### src/hw/rtl/mfba_pkg.sv
package mfba_pkg;

  // request codes
  localparam logic REQ_LOAD = 1'b0;
  localparam logic REQ_RUN  = 1'b1;

  // result status codes
  localparam logic ST_OK   = 1'b0;
  localparam logic ST_SAME = 1'b1;

  // per-path bottleneck ceiling and saturated total
  localparam logic [13:0] BOTTLENECK_CAP = 14'd10005;
  localparam logic [16:0] FLOW_MAX       = 17'h1FFFF;

  typedef struct packed {
    logic        req_type;
    logic [2:0]  row;
    logic [2:0]  col;
    logic [13:0] capacity;
    logic [2:0]  source;
    logic [2:0]  sink;
  } in_item_t;

  typedef struct packed {
    logic [16:0] max_flow;
    logic        status;
  } out_item_t;

  // controller to datapath
  typedef struct packed {
    logic load_wr;
    logic run_start;
    logic copy_rd;
    logic copy_wr;
    logic bfs_init;
    logic pop;
    logic scan_rd;
    logic scan_ev;
    logic walk_init;
    logic min_rd;
    logic min_ev;
    logic upd_rdf;
    logic upd_wrf;
    logic upd_wrb;
    logic flow_add;
    logic out_load;
  } dp_cmd_t;

  // datapath to controller
  typedef struct packed {
    logic run_req;
    logic trivial;
    logic copy_last;
    logic queue_empty;
    logic scan_last;
    logic sink_reached;
    logic par_is_src;
  } dp_sts_t;

endpackage

### src/hw/rtl/mfba_dp.sv
module mfba_dp #(
  parameter int NUM_VERTICES = 8,
  parameter int CAP_WIDTH    = 14
) (
  input  logic                clk,
  input  logic                rst_n,
  input  mfba_pkg::in_item_t  in_data,
  input  mfba_pkg::dp_cmd_t   cmd,
  output mfba_pkg::dp_sts_t   sts,
  output mfba_pkg::out_item_t out_data
);
  import mfba_pkg::*;

  localparam int NV2 = NUM_VERTICES * NUM_VERTICES;
  localparam int VW  = $clog2(NUM_VERTICES);
  localparam int AW  = $clog2(NV2);
  localparam int QW  = $clog2(NUM_VERTICES + 1);
  localparam int RW  = CAP_WIDTH + 1;
  localparam int MW  = (RW > 14) ? RW : 14;

  function automatic logic [AW-1:0] f_addr(input logic [VW-1:0] u, input logic [VW-1:0] v);
    f_addr = AW'(32'(u) * NUM_VERTICES + 32'(v));
  endfunction

  // capacity memory with per-entry valid bits
  logic [CAP_WIDTH-1:0] cap_mem [NV2];
  logic [NV2-1:0]       cap_vld_r;
  logic [CAP_WIDTH-1:0] cap_rd_r;
  logic                 cap_rd_vld_r;

  // residual memory
  logic [RW-1:0] res_mem [NV2];
  logic [RW-1:0] res_rd_r;

  logic [AW-1:0] copy_idx_r;
  logic [VW-1:0] src_r, snk_r, cur_r, scan_v_r, walk_v_r;
  logic [VW-1:0] parent_r [NUM_VERTICES];
  logic [VW-1:0] queue_r [NUM_VERTICES];
  logic [NUM_VERTICES-1:0] visited_r;
  logic [QW-1:0] head_r, tail_r;
  logic [13:0]   amount_r;
  logic [16:0]   flow_r;
  logic          status_r;
  out_item_t     out_r;

  logic          load_ok;
  logic [AW-1:0] load_addr;
  logic [VW-1:0] par;
  logic          src_oor, snk_oor;
  logic          res_rd_en, res_wr_en;
  logic [AW-1:0] res_rd_addr, res_wr_addr;
  logic [RW-1:0] res_wr_data;
  logic [17:0]   flow_sum;

  // load decode
  assign load_ok   = (32'(in_data.row) < NUM_VERTICES) && (32'(in_data.col) < NUM_VERTICES);
  assign load_addr = AW'(32'(in_data.row) * NUM_VERTICES + 32'(in_data.col));
  assign src_oor   = !(32'(in_data.source) < NUM_VERTICES);
  assign snk_oor   = !(32'(in_data.sink) < NUM_VERTICES);
  assign par       = parent_r[walk_v_r];

  // residual port selection
  always_comb begin
    res_rd_en   = cmd.scan_rd | cmd.min_rd | cmd.upd_rdf | cmd.upd_wrf;
    res_rd_addr = f_addr(par, walk_v_r);
    if (cmd.scan_rd) begin
      res_rd_addr = f_addr(cur_r, scan_v_r);
    end else if (cmd.upd_wrf) begin
      res_rd_addr = f_addr(walk_v_r, par);
    end
    res_wr_en   = cmd.copy_wr | cmd.upd_wrf | cmd.upd_wrb;
    res_wr_addr = copy_idx_r;
    res_wr_data = cap_rd_vld_r ? RW'(cap_rd_r) : '0;
    if (cmd.upd_wrf) begin
      res_wr_addr = f_addr(par, walk_v_r);
      res_wr_data = RW'(MW'(res_rd_r) - MW'(amount_r));
    end else if (cmd.upd_wrb) begin
      res_wr_addr = f_addr(walk_v_r, par);
      res_wr_data = RW'(MW'(res_rd_r) + MW'(amount_r));
    end
  end

  assign flow_sum = 18'(flow_r) + 18'(amount_r);

  // capacity memory
  always_ff @(posedge clk) begin
    if (cmd.load_wr && load_ok) begin
      cap_mem[load_addr] <= CAP_WIDTH'(in_data.capacity);
    end
    if (cmd.copy_rd) begin
      cap_rd_r     <= cap_mem[copy_idx_r];
      cap_rd_vld_r <= cap_vld_r[copy_idx_r];
    end
  end

  always_ff @(posedge clk) begin
    if (!rst_n) begin
      cap_vld_r <= '0;
    end else if (cmd.load_wr && load_ok) begin
      cap_vld_r[load_addr] <= 1'b1;
    end
  end

  // residual memory
  always_ff @(posedge clk) begin
    if (res_wr_en) begin
      res_mem[res_wr_addr] <= res_wr_data;
    end
    if (res_rd_en) begin
      res_rd_r <= res_mem[res_rd_addr];
    end
  end

  // search and augment payload
  always_ff @(posedge clk) begin
    if (cmd.run_start) begin
      src_r      <= VW'(in_data.source);
      snk_r      <= VW'(in_data.sink);
      status_r   <= (in_data.source == in_data.sink) ? ST_SAME : ST_OK;
      copy_idx_r <= '0;
    end
    if (cmd.copy_wr) begin
      copy_idx_r <= copy_idx_r + AW'(1);
    end
    if (cmd.bfs_init) begin
      queue_r[0] <= src_r;
      amount_r   <= BOTTLENECK_CAP;
    end
    if (cmd.pop) begin
      cur_r    <= queue_r[head_r[VW-1:0]];
      scan_v_r <= '0;
    end
    if (cmd.scan_ev) begin
      scan_v_r <= scan_v_r + VW'(1);
      if (!visited_r[scan_v_r] && (res_rd_r != '0)) begin
        parent_r[scan_v_r] <= cur_r;
        if (32'(tail_r) < NUM_VERTICES) begin
          queue_r[tail_r[VW-1:0]] <= scan_v_r;
        end
      end
    end
    if (cmd.walk_init) begin
      walk_v_r <= snk_r;
    end
    if (cmd.min_ev) begin
      if (MW'(res_rd_r) < MW'(amount_r)) begin
        amount_r <= 14'(res_rd_r);
      end
      walk_v_r <= par;
    end
    if (cmd.upd_wrb) begin
      walk_v_r <= par;
    end
    if (cmd.out_load) begin
      out_r <= '{max_flow: flow_r, status: status_r};
    end
  end

  // search control state
  always_ff @(posedge clk) begin
    if (!rst_n) begin
      visited_r <= '0;
      head_r    <= '0;
      tail_r    <= '0;
      flow_r    <= '0;
    end else begin
      if (cmd.run_start) begin
        flow_r <= '0;
      end
      if (cmd.bfs_init) begin
        visited_r <= NUM_VERTICES'(1) << src_r;
        head_r    <= '0;
        tail_r    <= QW'(1);
      end
      if (cmd.pop) begin
        head_r <= head_r + QW'(1);
      end
      if (cmd.scan_ev && !visited_r[scan_v_r] && (res_rd_r != '0)) begin
        visited_r[scan_v_r] <= 1'b1;
        if (32'(tail_r) < NUM_VERTICES) begin
          tail_r <= tail_r + QW'(1);
        end
      end
      if (cmd.flow_add) begin
        flow_r <= flow_sum[17] ? FLOW_MAX : flow_sum[16:0];
      end
    end
  end

  // status to controller
  assign sts.run_req      = (in_data.req_type == REQ_RUN);
  assign sts.trivial      = (in_data.source == in_data.sink) || src_oor || snk_oor;
  assign sts.copy_last    = (copy_idx_r == AW'(NV2 - 1));
  assign sts.queue_empty  = (head_r == tail_r);
  assign sts.scan_last    = (scan_v_r == VW'(NUM_VERTICES - 1));
  assign sts.sink_reached = visited_r[snk_r];
  assign sts.par_is_src   = (par == src_r);

  assign out_data = out_r;

endmodule

### src/hw/rtl/mfba_ctrl.sv
module mfba_ctrl (
  input  logic              clk,
  input  logic              rst_n,
  input  logic              in_valid,
  output logic              in_stall,
  output logic              out_valid,
  input  logic              out_stall,
  input  mfba_pkg::dp_sts_t sts,
  output mfba_pkg::dp_cmd_t cmd
);
  import mfba_pkg::*;

  typedef enum logic [3:0] {
    S_IDLE, S_COPY_RD, S_COPY_WR, S_BFS_INIT, S_POP, S_SCAN_RD, S_SCAN_EV,
    S_WALK_INIT, S_MIN_RD, S_MIN_EV, S_UPD_INIT, S_UPD_RDF, S_UPD_WRF,
    S_UPD_WRB, S_FLOW, S_FIN
  } state_t;

  state_t state_r, state_nxt;
  logic   out_valid_r, out_valid_nxt;
  logic   in_xfer, out_free;

  assign in_stall = (state_r != S_IDLE);
  assign in_xfer  = in_valid && !in_stall;
  assign out_free = !out_valid_r || !out_stall;

  // sequencing
  always_comb begin
    cmd           = '0;
    state_nxt     = state_r;
    out_valid_nxt = out_valid_r && out_stall;
    unique case (state_r)
      S_IDLE: begin
        if (in_xfer) begin
          if (sts.run_req) begin
            cmd.run_start = 1'b1;
            state_nxt     = sts.trivial ? S_FIN : S_COPY_RD;
          end else begin
            cmd.load_wr = 1'b1;
          end
        end
      end
      S_COPY_RD: begin
        cmd.copy_rd = 1'b1;
        state_nxt   = S_COPY_WR;
      end
      S_COPY_WR: begin
        cmd.copy_wr = 1'b1;
        state_nxt   = sts.copy_last ? S_BFS_INIT : S_COPY_RD;
      end
      S_BFS_INIT: begin
        cmd.bfs_init = 1'b1;
        state_nxt    = S_POP;
      end
      S_POP: begin
        if (sts.queue_empty) begin
          state_nxt = sts.sink_reached ? S_WALK_INIT : S_FIN;
        end else begin
          cmd.pop   = 1'b1;
          state_nxt = S_SCAN_RD;
        end
      end
      S_SCAN_RD: begin
        cmd.scan_rd = 1'b1;
        state_nxt   = S_SCAN_EV;
      end
      S_SCAN_EV: begin
        cmd.scan_ev = 1'b1;
        state_nxt   = sts.scan_last ? S_POP : S_SCAN_RD;
      end
      S_WALK_INIT: begin
        cmd.walk_init = 1'b1;
        state_nxt     = S_MIN_RD;
      end
      S_MIN_RD: begin
        cmd.min_rd = 1'b1;
        state_nxt  = S_MIN_EV;
      end
      S_MIN_EV: begin
        cmd.min_ev = 1'b1;
        state_nxt  = sts.par_is_src ? S_UPD_INIT : S_MIN_RD;
      end
      S_UPD_INIT: begin
        cmd.walk_init = 1'b1;
        state_nxt     = S_UPD_RDF;
      end
      S_UPD_RDF: begin
        cmd.upd_rdf = 1'b1;
        state_nxt   = S_UPD_WRF;
      end
      S_UPD_WRF: begin
        cmd.upd_wrf = 1'b1;
        state_nxt   = S_UPD_WRB;
      end
      S_UPD_WRB: begin
        cmd.upd_wrb = 1'b1;
        state_nxt   = sts.par_is_src ? S_FLOW : S_UPD_RDF;
      end
      S_FLOW: begin
        cmd.flow_add = 1'b1;
        state_nxt    = S_BFS_INIT;
      end
      S_FIN: begin
        if (out_free) begin
          cmd.out_load  = 1'b1;
          out_valid_nxt = 1'b1;
          state_nxt     = S_IDLE;
        end
      end
      default: state_nxt = S_IDLE;
    endcase
  end

  // state and output valid
  always_ff @(posedge clk) begin
    if (!rst_n) begin
      state_r     <= S_IDLE;
      out_valid_r <= 1'b0;
    end else begin
      state_r     <= state_nxt;
      out_valid_r <= out_valid_nxt;
    end
  end

  assign out_valid = out_valid_r;

endmodule

### src/hw/rtl/max_flow_bfs_augment_unit.sv
// Edmonds-Karp max flow engine over an NUM_VERTICES x NUM_VERTICES graph.
// A load transfer writes one edge capacity and returns no result; the
// capacity matrix is zero after reset. A run transfer returns the total
// flow from source to sink, saturated at 131071, each augmenting path
// carrying at most 10005; source equal to sink returns 0 with status 1,
// and an out-of-range vertex returns 0 with status 0. One item is in work
// at a time. A run first copies capacities into the residual memory,
// then per search does a breadth-first scan with one residual memory
// read per neighbor checked, then walks each augmenting path from sink
// to source to find its bottleneck and again to update residuals, and
// finally registers the result; memory reads are registered, with one
// residual read and one residual write per cycle.
module max_flow_bfs_augment_unit #(
  parameter int NUM_VERTICES = 8,
  parameter int CAP_WIDTH    = 14
) (
  input  logic                clk,
  input  logic                rst_n,
  input  logic                in_valid,
  output logic                in_stall,
  input  mfba_pkg::in_item_t  in_data,
  output logic                out_valid,
  input  logic                out_stall,
  output mfba_pkg::out_item_t out_data
);
  import mfba_pkg::*;

  dp_cmd_t dp_cmd;
  dp_sts_t dp_sts;

  // sequencer
  mfba_ctrl u_ctrl (
    .clk       (clk),
    .rst_n     (rst_n),
    .in_valid  (in_valid),
    .in_stall  (in_stall),
    .out_valid (out_valid),
    .out_stall (out_stall),
    .sts       (dp_sts),
    .cmd       (dp_cmd)
  );

  // memories, queue and arithmetic
  mfba_dp #(
    .NUM_VERTICES (NUM_VERTICES),
    .CAP_WIDTH    (CAP_WIDTH)
  ) u_dp (
    .clk      (clk),
    .rst_n    (rst_n),
    .in_data  (in_data),
    .cmd      (dp_cmd),
    .sts      (dp_sts),
    .out_data (out_data)
  );

`ifndef NO_ASSERTIONS
  // a same-vertex status never carries flow
  a_same_zero: assert property (@(posedge clk) disable iff (!rst_n)
    out_valid && (out_data.status == ST_SAME) |-> (out_data.max_flow == '0))
    else $error("same-vertex result with nonzero flow");

  // a same-vertex run with a free output goes straight to the finish state and is answered from there
  a_same_fast: assert property (@(posedge clk) disable iff (!rst_n)
    in_valid && !in_stall && (in_data.req_type == REQ_RUN) &&
    (in_data.source == in_data.sink) && !out_valid
    |=> ##1 out_valid && (out_data.status == ST_SAME))
    else $error("same-vertex run not answered");

  // the search never pops, scans or copies while loading
  a_no_cmd_overlap: assert property (@(posedge clk) disable iff (!rst_n)
    dp_cmd.load_wr |-> !dp_cmd.pop && !dp_cmd.scan_ev && !dp_cmd.copy_wr)
    else $error("load overlaps run work");
`endif

endmodule

### config.mk
export PLATFORM = sky130hd
export DESIGN_NAME = max_flow_bfs_augment_unit
export DESIGN_NICKNAME = d
export VERILOG_FILES = /design/src/hw/rtl/mfba_pkg.sv /design/src/hw/rtl/mfba_dp.sv /design/src/hw/rtl/mfba_ctrl.sv /design/src/hw/rtl/max_flow_bfs_augment_unit.sv
export SDC_FILE = /design/constraint.sdc
export NUM_CORES = 2
export LEC_CHECK = 0
export BUFFER_PORTS_ARGS = -buffer_cell sky130_fd_sc_hd__buf_2
export CAP_MARGIN = 20
export CORE_UTILIZATION = 53
export DETAILED_ROUTE_END_ITERATION = 6
export PLACE_DENSITY = 0.67
export SLEW_MARGIN = 10
export SYNTH_ARGS = -nofsm -noshare
export SYNTH_HDL_FRONTEND = slang
export SYNTH_HIERARCHICAL = 1
export SYNTH_SLANG_ARGS = --single-unit
export TNS_END_PERCENT = 5
### constraint.sdc
create_clock -name clk -period 8.3 [get_ports clk]
set_input_delay 1.66 -clock clk [delete_from_list [all_inputs] [get_ports clk]]
set_output_delay 1.66 -clock clk [all_outputs]
set_load 0.01 [all_outputs]
==> flow_summary.toml <==
[synthesis]
synthAdderAreaFrac_pct = 0.640
syn_area_per_cell_sq_um = 13.1
synthesis.area_sq_um = 101000
synth-xor-area-share_pct = 0.415
synth.mux.area_fraction_pct = 17.6
synth-simple-area-share_pct = 7.81
ys_ff_latch = 2093
ys_seq_area_share_pct = 60.9
synth.distinct_cells = 85
synth_nets = 7810
synth_edf_count = 1974
synthArstFlopShare_pct = 0
synthFlopType = "edfxtp_1"
synth_warnings = 6
synthCells = 7729
synth_compound_area_share_pct = 9.99
synth_top_family_by_area = "multiplexers"

[grt]
grt_pass1_wl_um = 435000
overflow = 0
grt_max_degree = 159
track_usage_pct = 30.1
grt_pass1_vias = 66925
antenna_found_initial = 12

[placement]
place_hpwl_um = 167000
gp_congestion = 0.876
port_buffers = 50

[timing]
setup_viol = 0
slew_headroom_pct = 19.6
fin_crit_sh_pct = 73.4
worst_pin_slew_ns = 1.20
fmax_mhz = 164
finalHoldViolCount = 0
period_needed_ns = 6.09
skew_ns = 0.0957
rsz0062_at_grt = "no"
tns_ns = 0
maxSlewViolCount = 0

[clock_tree]
cts_tree = "yes"
cts.sinks = 2093
hold_buffers = 0
post_cts_buffers = 0
cts_resized = 0
cts_max_level = 4
clkTransAtPathRegs_ns = 0.06
cts-root-buf = "clkbuf_16"
clk_path_buf_depth = 3
cts_buffers = 210
clk_latency_ns = 0.89

[routing]
num_vias = 69773
drc = 1
routed_wl_um = 298000
detail_route.wl_per_cell_um = 28.8
drtIter0Drc = 8749
routed_via_density = 6.76
drt-pass1-iter-count = 7
ant_nets = 0

[critical_path]
required_ns = 8.90
slowest_stage = "nor4_1"
worstReg2RegStart = "u_ctrl/state_r[2]$_SDFFE_PN0P_"
cpMostUsedCell = "buf_4"
cp_num_buf_inv = 4
cp-startpoint = "u_ctrl/state_r[2]$_SDFFE_PN0P_"
cp.depth = 12
regToRegSetupSlack_ns = 2.21
cpPeakStageDelay_ns = 1.01
criticalPathCategory = "reg -> reg"
cp-end-kind = "flop"
path_cells = "nand2_1 -> nor3_2 -> buf_4 -> inv_1 -> nor2_4 -> buf_4 -> buf_4 -> nor3_1 -> o32ai_1 -> a21oi_1 -> nor4_1 -> nand3_1"
rr_worst_depth = 12
cp-start-kind = "flop"
crit_family = "buffers and inverters"
worstPathArrival_ns = 6.69
cp_max_fo = 58

[floorplan]
core_area_sq_um = 190000
die_height_um = 439
placementRows = 160
start_util_pct = 53.3
die-area_sq_um = 193000
die_w_um = 439
io_pins = 51

[hold_path]
min_path_cells = 0
hold_path.class = "reg -> reg"
min_from = "u_dp/status_r$_DFFE_PP_"

[job]
drv_cap = 0

[final_layout]
finalNetCount = 7712
final_util_pct = 59.0
area_growth_pct = 10.6
layout-drive-gt1-share_pct = 14.1

[run_status]
violations = "design-rule violations"
outcome = "finished, violations left"

[pwr]
power.density_nw_per_um2 = 229
leakage_nw = 40.3
ir_drop_v = 0.000194
-- logic make-up (layout without fill, tap and decap cells) --
kind of cell / Yosys count / in the layout
compound gates: 1544 / 1544
xor+xnor: 48 / 48
fa+ha+maj: 50 / 50
buf+inv: 660 / 744
flops: 2093 / 2093
mux: 1489 / 1489
other cells: 0 / 4
simple gates: 1845 / 1845
-- cell usage in the layout, fill, tap and decap left out, types with 19 or more instances in the layout --
master | netlist | layout
ha_1 | 47 | 47
bufinv_16 | 0 | 20
o22a_1 | 33 | 33
buf_12 | 0 | 30
a31oi_1 | 55 | 55
a21o_1 | 19 | 19
nor2b_1 | 24 | 24
nor2_1 | 499 | 468
nand3_1 | 194 | 193
edfxtp_1 | 1974 | 1974
mux4_2 | 219 | 219
o31ai_1 | 39 | 39
dfxtp_1 | 119 | 119
o2111ai_1 | 46 | 46
a211oi_1 | 54 | 54
o221ai_1 | 68 | 68
mux2i_1 | 1119 | 1118
nor3_1 | 116 | 112
o22ai_1 | 369 | 369
clkinv_1 | 1 | 39
a21oi_1 | 452 | 441
clkinv_2 | 0 | 39
xor2_1 | 20 | 20
o21ai_0 | 126 | 123
clkbuf_16 | 0 | 216
nor4_1 | 50 | 49
o32ai_1 | 32 | 32
buf_2 | 99 | 51
nor2_2 | 2 | 30
nand3b_1 | 25 | 25
o21a_1 | 25 | 25
xnor2_1 | 28 | 28
mux2_2 | 150 | 150
inv_1 | 36 | 35
clkbuf_1 | 394 | 40
nand2_1 | 836 | 829
a221oi_1 | 98 | 97
buf_4 | 13 | 221
-- flip-flops by register name, indices dropped and copies added, names as in the netlist, 6 cells and up, named ones only --
register	cells
u_dp/res_mem	960
u_dp/cap_mem	896
u_dp/cap_vld_r	64
u_dp/parent_r	24
u_dp/queue_r	24
u_dp/out_data	18
u_dp/flow_r	17
u_dp/res_rd_r	15
u_dp/amount_r	14
u_dp/cap_rd_r	14
u_dp/visited_r	8
u_dp/copy_idx_r	6
-- power breakdown --
part	leakage, nW	switching (mW)	internal (mW)
combinational	18.1	2.59	1.29
clock	3.41	4.21	5.49
sequential	18.8	0.135	11.9
total	40.3	6.93	18.7
-- through the flow --
step	power, mW	hold slack (ns)	instances	area [sq um]	setup WS, ns
2_1_floorplan	14.7	0.400	7729	101000	3.03
3_3_place_gp	16.0	0.410	9912	105000	2.50
3_5_place_dp	16.1	0.418	9919	105000	2.60
4_1_cts	25.7	0.432	10313	112000	2.61
5_1_grt	26.3	0.438	10325	112000	2.12
6_report	25.6	0.432	10328	112000	2.21
-- worst reg2reg max path, delay by kind of cell, from the launching register on --
family	cells	cell delay, ns
AND/OR/NAND/NOR	6	2.35
buffers and inverters	4	2.33
flip-flops	1	0.69
AO/OA/AOI/OAI	2	0.47
-- Yosys cell counts, drive strengths merged, types with 119 or more instances --
| cell type | instances | area, sq um |
|---|---|---|
| a21oi | 452 | 2260 |
| buf | 224 | 1050 |
| clkbuf | 396 | 1490 |
| dfxtp | 119 | 2380 |
| edfxtp | 1974 | 59300 |
| mux2 | 150 | 1690 |
| mux2i | 1120 | 11200 |
| mux4 | 219 | 4930 |
| nand2 | 836 | 3140 |
| nand3 | 194 | 971 |
| nor2 | 501 | 1890 |
| o21ai | 144 | 724 |
| o22ai | 369 | 2310 |
-- per-layer routing --
| layer | up-vias | share of wire, % | track usage [%] |
|---|---|---|---|
| met1 | 35426 | 39 | 40.3 |
| met3 | 690 | 9.3 | 5.43 |
| li1 | 29927 | - | - |
| met2 | 3720 | 47 | 47.8 |
| met5 | - | 0.019 | 0 |
| met4 | 10 | 4.9 | 14.2 |
-- worst paths after layout --
path,to
max,u_dp/res_rd_r[1]$_DFFE_PP_
min,u_dp/out_data[0]$_DFFE_PP_
max reg2reg,u_dp/res_rd_r[1]$_DFFE_PP_
min reg2reg,u_dp/out_data[0]$_DFFE_PP_
-- area by class of cell --
| type | instances | area, sq um |
|---|---|---|
| flip-flops and latches | 2093 | 61700 |
| clock buffers | 263 | 5650 |
| multi-input cells | 4976 | 37400 |
| inverters | 40 | 159 |
| clock inverters | 131 | 1450 |
| fillers | 14451 | 77900 |
| diodes | 4 | 10.0 |
| well taps | 2511 | 3140 |
| repair buffers | 310 | 2640 |
No activity file was read; power rests on OpenSTA's default activity.
